File: src/rtl/ifdd_pkg.sv
// ----------------------------------------------------------------------------
// ifdd_pkg
// shared types and constants of the byte-stuffed information frame receiver
// ----------------------------------------------------------------------------
package ifdd_pkg;

    localparam int unsigned BYTE_W    = 8;
    localparam int unsigned LEN_W     = 12;
    localparam int unsigned KIND_W    = 2;
    localparam int unsigned OUT_TDATA_W = 32;

    localparam logic [LEN_W-1:0] MAX_PAYLOAD = 12'd2048;

    localparam logic [BYTE_W-1:0] FLAG_BYTE    = 8'h7e;
    localparam logic [BYTE_W-1:0] ESC_BYTE     = 8'h7d;
    localparam logic [BYTE_W-1:0] FLAG_SUB     = 8'h5e;
    localparam logic [BYTE_W-1:0] ESC_SUB      = 8'h5d;
    localparam logic [BYTE_W-1:0] ADDR_RESET   = 8'h03;
    localparam logic [BYTE_W-1:0] CTRL_SEQ0    = 8'h00;
    localparam logic [BYTE_W-1:0] CTRL_SEQ1    = 8'b0100_0000;
    localparam logic [BYTE_W-1:0] RR_AFTER0    = 8'b1000_0101;
    localparam logic [BYTE_W-1:0] RR_AFTER1    = 8'b0000_0101;
    localparam logic [BYTE_W-1:0] REJ_WHILE0   = 8'b1000_0001;
    localparam logic [BYTE_W-1:0] REJ_WHILE1   = 8'b0000_0001;

    localparam logic [KIND_W-1:0] KIND_DATA    = 2'd0;
    localparam logic [KIND_W-1:0] KIND_ACCEPT  = 2'd1;
    localparam logic [KIND_W-1:0] KIND_REJECT  = 2'd2;

    typedef enum logic [4:0] {
        PH_HUNT = 5'b00001,
        PH_FLAG = 5'b00010,
        PH_ADDR = 5'b00100,
        PH_CTRL = 5'b01000,
        PH_DATA = 5'b10000
    } t_phase;

    typedef struct packed {
        logic [KIND_W-1:0] result_kind;
        logic [BYTE_W-1:0] data_byte;
        logic              frame_end;
        logic [BYTE_W-1:0] reply_control;
        logic [LEN_W-1:0]  payload_length;
    } t_result;

endpackage

File: src/rtl/info_frame_deframer_destuffer.sv
// a byte is registered in the input register; its result is registered in the result register
// one byte per cycle unless a stalled consumer holds the result register full
// a byte that gives no result still passes through the input register
// reset: synchronous active-low; hunts for an opening flag, expects sequence 0,
//   station address 0x03, output empty
// ----------------------------------------------------------------------------
// info_frame_deframer_destuffer
// byte-stuffed information frame receiver with header check and verdict
// ----------------------------------------------------------------------------
module info_frame_deframer_destuffer
    import ifdd_pkg::*;
(
    input  logic                             i_clk,
    input  logic                             i_rst_n,
    input  logic                             i_cfg_valid,
    output logic                             o_cfg_ready,
    input  logic [ifdd_pkg::BYTE_W-1:0]      i_cfg_data,   // station_address
    input  logic                             i_s_tvalid,
    output logic                             o_s_tready,
    input  logic [ifdd_pkg::BYTE_W-1:0]      i_s_tdata,    // rx_byte
    output logic                             o_m_tvalid,
    input  logic                             i_m_tready,
    output logic [ifdd_pkg::OUT_TDATA_W-1:0] o_m_tdata,    // data_byte, reply_control,
                                                           // payload_length, zero pad
    output logic                             o_m_tlast,    // frame_end
    output logic [ifdd_pkg::KIND_W-1:0]      o_m_tuser     // result_kind
);

    logic              r_in_valid;
    logic [BYTE_W-1:0] r_in_byte;
    logic              out_ready;
    logic              advance;
    logic              res_valid;
    t_result           res;
    t_result           out_res;

    assign o_cfg_ready = 1'b1;
    assign advance     = r_in_valid && out_ready;
    assign o_s_tready  = !r_in_valid || out_ready;

    always_ff @(posedge i_clk) begin
        if (!i_rst_n) begin
            r_in_valid <= 1'b0;
        end else if (o_s_tready) begin
            r_in_valid <= i_s_tvalid;
        end
    end

    always_ff @(posedge i_clk) begin
        if (o_s_tready && i_s_tvalid) begin
            r_in_byte <= i_s_tdata;
        end
    end

    ifdd_core u_core (
        .i_clk       (i_clk),
        .i_rst_n     (i_rst_n),
        .i_cfg_wr    (i_cfg_valid),
        .i_cfg_addr  (i_cfg_data),
        .i_step      (advance),
        .i_byte      (r_in_byte),
        .o_res_valid (res_valid),
        .o_res       (res)
    );

    ifdd_out u_out (
        .i_clk   (i_clk),
        .i_rst_n (i_rst_n),
        .i_load  (advance && res_valid),
        .i_res   (res),
        .o_ready (out_ready),
        .o_valid (o_m_tvalid),
        .i_take  (i_m_tready),
        .o_res   (out_res)
    );

    assign o_m_tdata = {4'd0, out_res.payload_length, out_res.reply_control, out_res.data_byte};
    assign o_m_tlast = out_res.frame_end;
    assign o_m_tuser = out_res.result_kind;

endmodule

File: src/rtl/ifdd_core.sv
// ----------------------------------------------------------------------------
// ifdd_core
// framing state, header check, destuffing, hold-back and frame verdict
// ----------------------------------------------------------------------------
module ifdd_core
    import ifdd_pkg::*;
(
    input  logic                    i_clk,
    input  logic                    i_rst_n,
    input  logic                    i_cfg_wr,
    input  logic [ifdd_pkg::BYTE_W-1:0] i_cfg_addr,
    input  logic                    i_step,
    input  logic [ifdd_pkg::BYTE_W-1:0] i_byte,
    output logic                    o_res_valid,
    output ifdd_pkg::t_result       o_res
);

    t_phase              r_phase, n_phase;
    logic [BYTE_W-1:0]   r_addr;
    logic                r_esc, n_esc;
    logic [BYTE_W-1:0]   r_held, n_held;
    logic                r_held_vld, n_held_vld;
    logic [BYTE_W-1:0]   r_xor, n_xor;
    logic                r_seq, n_seq;
    logic [LEN_W-1:0]    r_count, n_count;
    logic                r_bad, n_bad;

    logic [BYTE_W-1:0]   ctrl;
    logic [BYTE_W-1:0]   d;
    logic                got;
    logic                ok;

    always_comb begin
        n_phase     = r_phase;
        n_esc       = r_esc;
        n_held      = r_held;
        n_held_vld  = r_held_vld;
        n_xor       = r_xor;
        n_seq       = r_seq;
        n_count     = r_count;
        n_bad       = r_bad;
        o_res_valid = 1'b0;
        o_res       = '0;
        ctrl        = r_seq ? CTRL_SEQ1 : CTRL_SEQ0;
        d           = i_byte;
        got         = 1'b0;
        ok          = !r_bad && !r_esc && r_held_vld && (r_count != '0) && (r_held == r_xor);
        if (i_step) begin
            case (r_phase)
                PH_HUNT: begin
                    if (i_byte == FLAG_BYTE) n_phase = PH_FLAG;
                end
                PH_FLAG: begin
                    if (i_byte == r_addr) n_phase = PH_ADDR;
                    else n_phase = (i_byte == FLAG_BYTE) ? PH_FLAG : PH_HUNT;
                end
                PH_ADDR: begin
                    if (i_byte == ctrl) n_phase = PH_CTRL;
                    else n_phase = (i_byte == FLAG_BYTE) ? PH_FLAG : PH_HUNT;
                end
                PH_CTRL: begin
                    if (i_byte == (r_addr ^ ctrl)) begin
                        n_phase    = PH_DATA;
                        n_esc      = 1'b0;
                        n_held     = '0;
                        n_held_vld = 1'b0;
                        n_xor      = '0;
                        n_count    = '0;
                        n_bad      = 1'b0;
                    end else begin
                        n_phase = (i_byte == FLAG_BYTE) ? PH_FLAG : PH_HUNT;
                    end
                end
                PH_DATA: begin
                    if (i_byte == FLAG_BYTE) begin
                        n_phase                  = PH_HUNT;
                        n_esc                    = 1'b0;
                        o_res_valid              = 1'b1;
                        o_res.frame_end          = 1'b1;
                        o_res.payload_length     = r_count;
                        if (ok) begin
                            o_res.result_kind   = KIND_ACCEPT;
                            o_res.reply_control = r_seq ? RR_AFTER1 : RR_AFTER0;
                            n_seq               = !r_seq;
                        end else begin
                            o_res.result_kind   = KIND_REJECT;
                            o_res.reply_control = r_seq ? REJ_WHILE1 : REJ_WHILE0;
                        end
                    end else if (!r_bad) begin
                        if (r_esc) begin
                            n_esc = 1'b0;
                            if (i_byte == FLAG_SUB) begin
                                d   = FLAG_BYTE;
                                got = 1'b1;
                            end else if (i_byte == ESC_SUB) begin
                                d   = ESC_BYTE;
                                got = 1'b1;
                            end else begin
                                n_bad = 1'b1;
                            end
                        end else if (i_byte == ESC_BYTE) begin
                            n_esc = 1'b1;
                        end else begin
                            got = 1'b1;
                        end
                        if (got) begin
                            if (r_held_vld) begin
                                if (r_count >= MAX_PAYLOAD) begin
                                    n_bad = 1'b1;
                                end else begin
                                    n_held               = d;
                                    n_xor                = r_xor ^ r_held;
                                    n_count              = r_count + 12'd1;
                                    o_res_valid          = 1'b1;
                                    o_res.result_kind    = KIND_DATA;
                                    o_res.data_byte      = r_held;
                                    o_res.payload_length = r_count + 12'd1;
                                end
                            end else begin
                                n_held     = d;
                                n_held_vld = 1'b1;
                            end
                        end
                    end
                end
                default: begin
                    n_phase = PH_HUNT;
                end
            endcase
        end
    end

    always_ff @(posedge i_clk) begin
        if (!i_rst_n) begin
            r_phase    <= PH_HUNT;
            r_addr     <= ADDR_RESET;
            r_esc      <= 1'b0;
            r_held     <= '0;
            r_held_vld <= 1'b0;
            r_xor      <= '0;
            r_seq      <= 1'b0;
            r_count    <= '0;
            r_bad      <= 1'b0;
        end else begin
            r_phase    <= n_phase;
            r_esc      <= n_esc;
            r_held     <= n_held;
            r_held_vld <= n_held_vld;
            r_xor      <= n_xor;
            r_seq      <= n_seq;
            r_count    <= n_count;
            r_bad      <= n_bad;
            if (i_cfg_wr) begin
                r_addr <= i_cfg_addr;
            end
        end
    end

endmodule

File: src/rtl/ifdd_out.sv
// ----------------------------------------------------------------------------
// ifdd_out
// result register with stream handshake toward the consumer
// ----------------------------------------------------------------------------
module ifdd_out
    import ifdd_pkg::*;
(
    input  logic              i_clk,
    input  logic              i_rst_n,
    input  logic              i_load,
    input  ifdd_pkg::t_result i_res,
    output logic              o_ready,
    output logic              o_valid,
    input  logic              i_take,
    output ifdd_pkg::t_result o_res
);

    logic    r_valid;
    t_result r_res;

    assign o_ready = !r_valid || i_take;
    assign o_valid = r_valid;
    assign o_res   = r_res;

    always_ff @(posedge i_clk) begin
        if (!i_rst_n) begin
            r_valid <= 1'b0;
        end else if (o_ready) begin
            r_valid <= i_load;
        end
    end

    always_ff @(posedge i_clk) begin
        if (o_ready && i_load) begin
            r_res <= i_res;
        end
    end

endmodule

File: config.mk
export PLATFORM = sky130hd
export DESIGN_NAME = info_frame_deframer_destuffer
export DESIGN_NICKNAME = d
export VERILOG_FILES = /design/src/rtl/ifdd_pkg.sv /design/src/rtl/info_frame_deframer_destuffer.sv /design/src/rtl/ifdd_core.sv /design/src/rtl/ifdd_out.sv
export SDC_FILE = /design/constraint.sdc
export NUM_CORES = 1
export LEC_CHECK = 0
export BUFFER_PORTS_ARGS = -buffer_cell sky130_fd_sc_hd__buf_2
export CAP_MARGIN = 0
export CELL_PAD_IN_SITES_DETAIL_PLACEMENT = 1
export CELL_PAD_IN_SITES_GLOBAL_PLACEMENT = 2
export CORE_MARGIN = 1
export CORE_UTILIZATION = 39
export DETAILED_ROUTE_END_ITERATION = 7
export PLACE_DENSITY_LB_ADDON = 0.25
export SETUP_SLACK_MARGIN = 0.5
export SLEW_MARGIN = 5
export SYNTH_ARGS = -nofsm -noshare
export SYNTH_HDL_FRONTEND = slang
export SYNTH_SLANG_ARGS = --single-unit
File: constraint.sdc
create_clock -name i_clk -period 4.06 [get_ports i_clk]
set_input_delay 0.812 -clock i_clk [delete_from_list [all_inputs] [get_ports i_clk]]
set_output_delay 0.812 -clock i_clk [all_outputs]
set_load 0.005 [all_outputs]
==> results of run 1 <==
## cell usage after synthesis (5+ instances only)
| master | n |
|---|---|
| dfxtp_1 | 47 |
| nand3_1 | 34 |
| edfxtp_1 | 33 |
| nor2_1 | 28 |
| a21oi_1 | 26 |
| nand2_1 | 23 |
| mux2i_1 | 22 |
| clkbuf_1 | 16 |
| xor2_1 | 16 |
| buf_4 | 15 |
| and3_1 | 13 |
| inv_1 | 13 |
| a31oi_1 | 11 |
| nand4_1 | 11 |
| nor3_1 | 11 |
| or3_1 | 11 |
| o21ai_0 | 10 |
| a311oi_1 | 9 |
| and2_1 | 6 |
| nand2b_1 | 5 |
## area by class of cell
cell class                      instances  area [um2]  share of cell area, %
Timing Repair Buffer                   53         278                   5.91
Multi-Input combinational cell        312        2080                   44.3
Sequential cell                        80        1930                   41.1
Inverter                               13        48.8                   1.04
Tap cell                              136         170                   3.62
Clock buffer                            9         124                   2.64
Clock inverter                          7        63.8                   1.36
## sequential cells by signal, indices dropped and copies added (netlist names)
register           cells
u_core.r_count        12
u_core.r_held          8
u_core.r_bad           1
r_in_valid             1
u_out.o_res           25
u_core.r_xor           8
u_core.r_esc           1
u_core.r_addr          8
u_core.r_seq           1
r_in_byte              8
u_core.r_phase         5
u_core.r_held_vld      1
u_out.o_valid          1
## stage by stage
stage / std cells / instance area [um2] / total power, uW
floorplan: 443 / 4280 / 927
global placement: 594 / 4510 / 940
detailed placement: 594 / 4510 / 943
CTS: 610 / 4700 / 1510
global route: 610 / 4700 / 1550
finish: 610 / 4700 / 1490
## critical path, delay by kind of cell, from the launching register on
kind | cells | cell delay (ns)
flip-flops | 1 | 0.56
AO/OA/AOI/OAI | 2 | 0.27
buffers and inverters | 1 | 0.33
AND/OR/NAND/NOR | 3 | 1.34
## worst paths after layout
check	start	end	slack (ns)	cells after the start
max	r_in_byte[1]$_DFFE_PP_	u_out.o_res[10]$_SDFFCE_PN0P_	1.41	6
min	u_core.r_xor[7]$_SDFFE_PN0P_	u_core.r_xor[7]$_SDFFE_PN0P_	0.51	1
max reg2reg	r_in_byte[1]$_DFFE_PP_	u_out.o_res[10]$_SDFFCE_PN0P_	1.41	6
min reg2reg	u_core.r_xor[7]$_SDFFE_PN0P_	u_core.r_xor[7]$_SDFFE_PN0P_	0.51	1
## per-layer routing
metal  vias to the layer above  track usage [%]
met5                         -                0
met4                         0             7.34
met2                        62             31.4
li1                       1671                -
met3                        12             3.31
met1                      1654             26.4
## cell families after synthesis
group                      share of synthesized area [%]
and+or+nand+nor                                     22.3
AOI/OAI and AO/OA                                   16.0
DFF                                                 45.5
buffers and inverters                               6.30
muxes                                               5.18
xor gates and xnor gates                            4.09
adders and majority gates                          0.589
other                                              0.177
## report_power, final
part	internal (uW)	leakage (uW)	total (uW)	switching (uW)
clock	236	0.0000903	571	336
sequential	844	0.000631	862	18.1
combinational	25.2	0.000813	61.5	36.4
total	1100	0.00153	1490	390
==> results.sh, run 1 <==
export IMPL_cp_data_arrival_time_ns=2.87
export IMPL_dp_hpwl_um=7560
export IMPL_cts_buffer_depth=2
export IMPL_viasPerCell=5.57
export IMPL_finalWirelength_um=10400
export IMPL_cts_tree="yes"
export IMPL_synth_area_per_cell_um2=9.77
export IMPL_status="finished clean"
export IMPL_synth_cell_types=60
export IMPL_postCtsSetupBuffers=0
export IMPL_wl_met3_um=314
export IMPL_synth_top_area_share_pct=23.3
export IMPL_yosys_warnings=0
export IMPL_final_common_cell="buf_2"
export IMPL_drtIter0Drc=139
export IMPL_cts_resized=0
export IMPL_yosys_register_bits=80
export IMPL_die_h_um=106
export IMPL_holdWs_ns=0.510
export IMPL_met2_length_um=4820
export IMPL_fin_ws_ns=1.41
export IMPL_synth_top_area_cell="edfxtp_1"
export IMPL_cp_required_ns=4.27
export IMPL_root_buffer="clkbuf_8"
export IMPL_slew_violations=0
export IMPL_yosys_top_cells_area="edfxtp_1, dfxtp_1, mux2i_1"
export IMPL_ioPinCount=59
export IMPL_clkLatencyLatePin_ns=0.36
export IMPL_tns_ns=0
export IMPL_hold_violations=0
export IMPL_power_density_nw_per_um2=318
export IMPL_numCtsBuffers=9
export IMPL_skew_ns=0.00932
export IMPL_end_kind="flip-flop"
export IMPL_grt_usage_pct=19.6
export IMPL_syn_inst=435
export IMPL_io_buffers=48
export IMPL_drcViolationCount=0
export IMPL_worst_pin_slew_ns=0.985
export IMPL_dieArea_um2=11300
export IMPL_areaGrowthSynthToFinish_pct=10.5
export IMPL_nets=492
export IMPL_path_cells="and4b_1, and2_1, nor2_1, buf_4, a31oi_1, o21ai_0"
export IMPL_firstDrtPassIters=4
export IMPL_cts_max_level=3
export IMPL_grt_pass1_wl_um=17300
export IMPL_fmax_mhz=377
export IMPL_post_route_min_period_ns=2.65
export IMPL_grt_max_degree=29
export IMPL_cts_sinks=80
export IMPL_num_fill_cells=1240
export IMPL_finalSetupViolCount=0
export IMPL_utilization_pct=44.9
export IMPL_synth_area_um2=4250
export IMPL_slowest_stage="nor2_1"
export IMPL_met1_length_um=5110
export IMPL_place_gp_congestion=0.787
export IMPL_drive_above_1_share_pct=18.8
export IMPL_die_w_um=106
export IMPL_fin_crit_sh_pct=65.3
export IMPL_hold_class="reg -> reg"
export IMPL_cts_hold_fix_buffers=0
export IMPL_power_leakage_uw=0.00153
export IMPL_ys_seq_area_share_pct=45.5
export IMPL_layout_common_cells="buf_2, dfxtp_1, nand3_1, edfxtp_1, nor2_1"
export IMPL_ys_flop_type="dfxtp_1"
export IMPL_globalRoute_totalOverflow=0
export IMPL_grt_pass1_vias=3320
export IMPL_core_area_um2=10500
export IMPL_cpPeakStageDelay_ns=0.78
export IMPL_max_slew_margin_pct=34.1
export IMPL_wire_per_inst_um=17.0
export IMPL_pre_cts_slack_ns=1.25
export IMPL_ys_async_sr_fraction_pct=0
export IMPL_ir_drop_mv=0.182
export IMPL_path_class="reg -> reg"
export IMPL_routed_top_layer="met4"
export IMPL_antenna_cells=0
export IMPL_antenna_found_initial=0
export IMPL_grt_setup_unrepaired="false"
export IMPL_rows=37
export IMPL_cap_violations=0
export IMPL_synth_edff_count=33
export IMPL_clk_pin_slew_ns=0.09
export IMPL_initial_core_util_pct=40.6
export IMPL_critPathLaunchType="flip-flop"
export IMPL_ant_nets=0
export IMPL_worst_path_max_fanout=15
export IMPL_vias=3399
Power figures use the tool's default switching activity.
==> run 2: changes to the inputs <==
ABC_AREA = 1   (was not set)
CORE_UTILIZATION = 33   (was 39)
clock period = 2.46 ns   (was 4.06 ns; I/O delays follow)
==> results.sh, run 2 <==
export IMPL_grt_max_degree=36
export IMPL_vias=3768
export IMPL_synth_top_area_share_pct=23.6
export IMPL_worstHoldPathCells=1
export IMPL_drive_above_1_share_pct=25.6
export IMPL_final_area_um2=5340
export IMPL_fmax_mhz=521
export IMPL_max_slew_margin_pct=56.3
export IMPL_wire_per_inst_um=15.7
export IMPL_ys_flop_type="dfxtp_1"
export IMPL_pwr_share_clk_pct=45.1
export IMPL_grt_setup_unrepaired="true"
export IMPL_ant_nets=0
export IMPL_yosys_register_bits=80
export IMPL_antenna_found_initial=0
export IMPL_r2r_start="r_in_byte[0]$_DFFE_PP_"
export IMPL_synth_area_um2=4200
export IMPL_final_common_cell="nand2_1"
export IMPL_power_density_nw_per_um2=629
export IMPL_drcViolationCount=0
export IMPL_die_h_um=115
export IMPL_critPathLaunchType="flip-flop"
export IMPL_grt_pass1_vias=3801
export IMPL_root_buffer="clkbuf_16"
export IMPL_core_area_um2=12200
export IMPL_die_w_um=115
export IMPL_areaGrowthSynthToFinish_pct=27.1
export IMPL_grt_busiest_layer="met2"
export IMPL_yosys_top_cells_area="edfxtp_1, dfxtp_1, nor2_1"
export IMPL_hold_class="in -> reg"
export IMPL_cts_buffer_depth=2
export IMPL_ys_seq_area_share_pct=46.0
export IMPL_cp_data_arrival_time_ns=2.21
export IMPL_pwr_share_comb_pct=10.9
export IMPL_io_buffers=48
export IMPL_placedInstanceArea_um2=4550
export IMPL_intPower_uw=2520
export IMPL_status="finished clean"
export IMPL_netSwitchingFraction_pct=25.1
export IMPL_firstDrtPassIters=5
export IMPL_synth_cell_types=36
export IMPL_skew_ns=0.0108
export IMPL_crit_start="r_in_byte[0]$_DFFE_PP_"
export IMPL_antenna_cells=0
export IMPL_fin_crit_sh_pct=78.0
export IMPL_grt_pass1_wl_um=19200
export IMPL_globalRoute_totalOverflow=0
export IMPL_cap_violations=0
export IMPL_cts_hold_fix_buffers=0
export IMPL_synth_edff_count=33
export IMPL_end_kind="flip-flop"
export IMPL_ioPinCount=59
export IMPL_grt_use_met2_pct=35.5
export IMPL_dp_hpwl_um=8270
export IMPL_placed_cells_incl_taps=738
export IMPL_post_route_min_period_ns=1.92
export IMPL_reg2regPathDepth=13
export IMPL_synth_area_per_cell_um2=7.84
export IMPL_tns_ns=0
export IMPL_clkLatencyLatePin_ns=0.36
export IMPL_path_class="reg -> reg"
export IMPL_slew_violations=0
export IMPL_viasPerCell=4.81
export IMPL_fin_cells=784
export IMPL_yosysMostFrequentCell="nor2_1"
export IMPL_p_sw_uw=842
export IMPL_clk_pin_slew_ns=0.06
export IMPL_layout_common_cells="nand2_1, nor2_1, inv_1, buf_2, dfxtp_1"
export IMPL_dieArea_um2=13200
export IMPL_reg2reg_to="u_core.r_count[8]$_SDFFE_PN0P_"
export IMPL_reg2reg_slack_ns=0.54
export IMPL_worstHoldStart="i_s_tdata[3]"
export IMPL_grt_util_met3_pct=4.32
export IMPL_largest_reg_flops=25
export IMPL_ys_async_sr_fraction_pct=0
export IMPL_finalSetupViolCount=0
export IMPL_syn_inst=536
export IMPL_rows=40
export IMPL_ir_drop_mv=0.305
export IMPL_cts_sinks=80
export IMPL_place_gp_congestion=0.776
export IMPL_synth_top_area_cell="edfxtp_1"
export IMPL_met1_usage_pct=22.1
export IMPL_cp_required_ns=2.75
export IMPL_initial_core_util_pct=34.4
export IMPL_drtIter0Drc=171
export IMPL_synthTopCellsByCount="nor2_1, nand2_1, inv_1"
export IMPL_finalWirelength_um=12300
export IMPL_worst_path_max_fanout=6
export IMPL_seqPwrFrac_pct=44.0
export IMPL_holdPathEnd="r_in_byte[3]$_DFFE_PP_"
export IMPL_nets=634
export IMPL_hold_violations=0
export IMPL_cts_tree="yes"
export IMPL_worst_pin_slew_ns=0.655
export IMPL_cts_max_level=3
export IMPL_power_leakage_uw=0.00214
export IMPL_numCtsBuffers=9
export IMPL_utilization_pct=43.7
export IMPL_grt_usage_pct=19.6
export IMPL_yosys_warnings=0
==> run 2: area by class of cell <==
cell class / instances / area, um2
repair buffers: 81 / 571
fillers: 1520 / 6870
clock inverters: 4 / 76.3
flip-flops and latches: 80 / 1930
multi-input cells: 375 / 2040
well taps: 168 / 210
repair inverters: 1 / 6.26
inverters: 63 / 249
clock buffers: 12 / 258
==> run 2: layer usage <==
metal / up-vias / routed length (um)
met4: 0 / 265
met1: 1828 / 5260
met5: - / 0
met3: 13 / 341
li1: 1869 / -
met2: 58 / 6450
==> run 2: through the flow <==
stage	power, uW	hold WS, ns	setup WS [ns]
after floorplan	1760	0.448	0.604
after global placement	1830	0.484	0.250
after detailed placement	1840	0.495	0.173
after CTS	3370	0.294	0.511
after global routing	3480	0.301	0.399
final	3360	0.307	0.541
==> run 2: logic make-up after synthesis <==
logic type	synth area share (%)
and+or+nand+nor	31.0
AOI/OAI and AO/OA	7.65
adders and majority gates	0.595
buffers and inverters	10.4
other	0.179
xor gates and xnor gates	4.17
DFF	46.0
==> run 2: what timing repair did <==
item	4_1_cts	5_1_grt
gates cloned	4	2
gates resized for setup	13	39
pin swaps	5	22
endpoints found under the setup margin	55	63
setup buffers	12	12
==> run 2: how the worst max path moves through the flow <==
stage | to | slack, ns
after floorplan | u_out.o_res[0]$_SDFFCE_PN0P_ | 0.60
after global placement | u_out.o_res[27]$_SDFFCE_PP0P_ | 0.25
after detailed placement | u_out.o_res[7]$_SDFFCE_PN0P_ | 0.17
after CTS | u_core.r_held[6]$_SDFFE_PN0P_ | 0.51
after global routing | u_core.r_xor[1]$_SDFFE_PN0P_ | 0.40
final | u_core.r_count[8]$_SDFFE_PN0P_ | 0.54
==> run 2: power by group through the flow <==
stage | combinational (uW) | sequential, uW | clock (uW)
2_1_floorplan | 270 | 1490 | 0
3_3_place_gp | 331 | 1500 | 0
3_5_place_dp | 336 | 1500 | 0
4_1_cts | 350 | 1470 | 1540
5_1_grt | 420 | 1480 | 1580
6_report | 365 | 1480 | 1520
==> run 2: critical path, cell delays in order, from the launching register on <==
cell	delay [ns]
edfxtp_1	0.45
inv_2	0.10
nand4_2	0.11
nand2_1	0.12
nand2_1	0.07
nand2_2	0.10
nand3_4	0.11
buf_12	0.17
nand2_8	0.08
inv_4	0.04
nor2_4	0.17
clkbuf_16	0.19
nor2_1	0.04
nor2_1	0.07
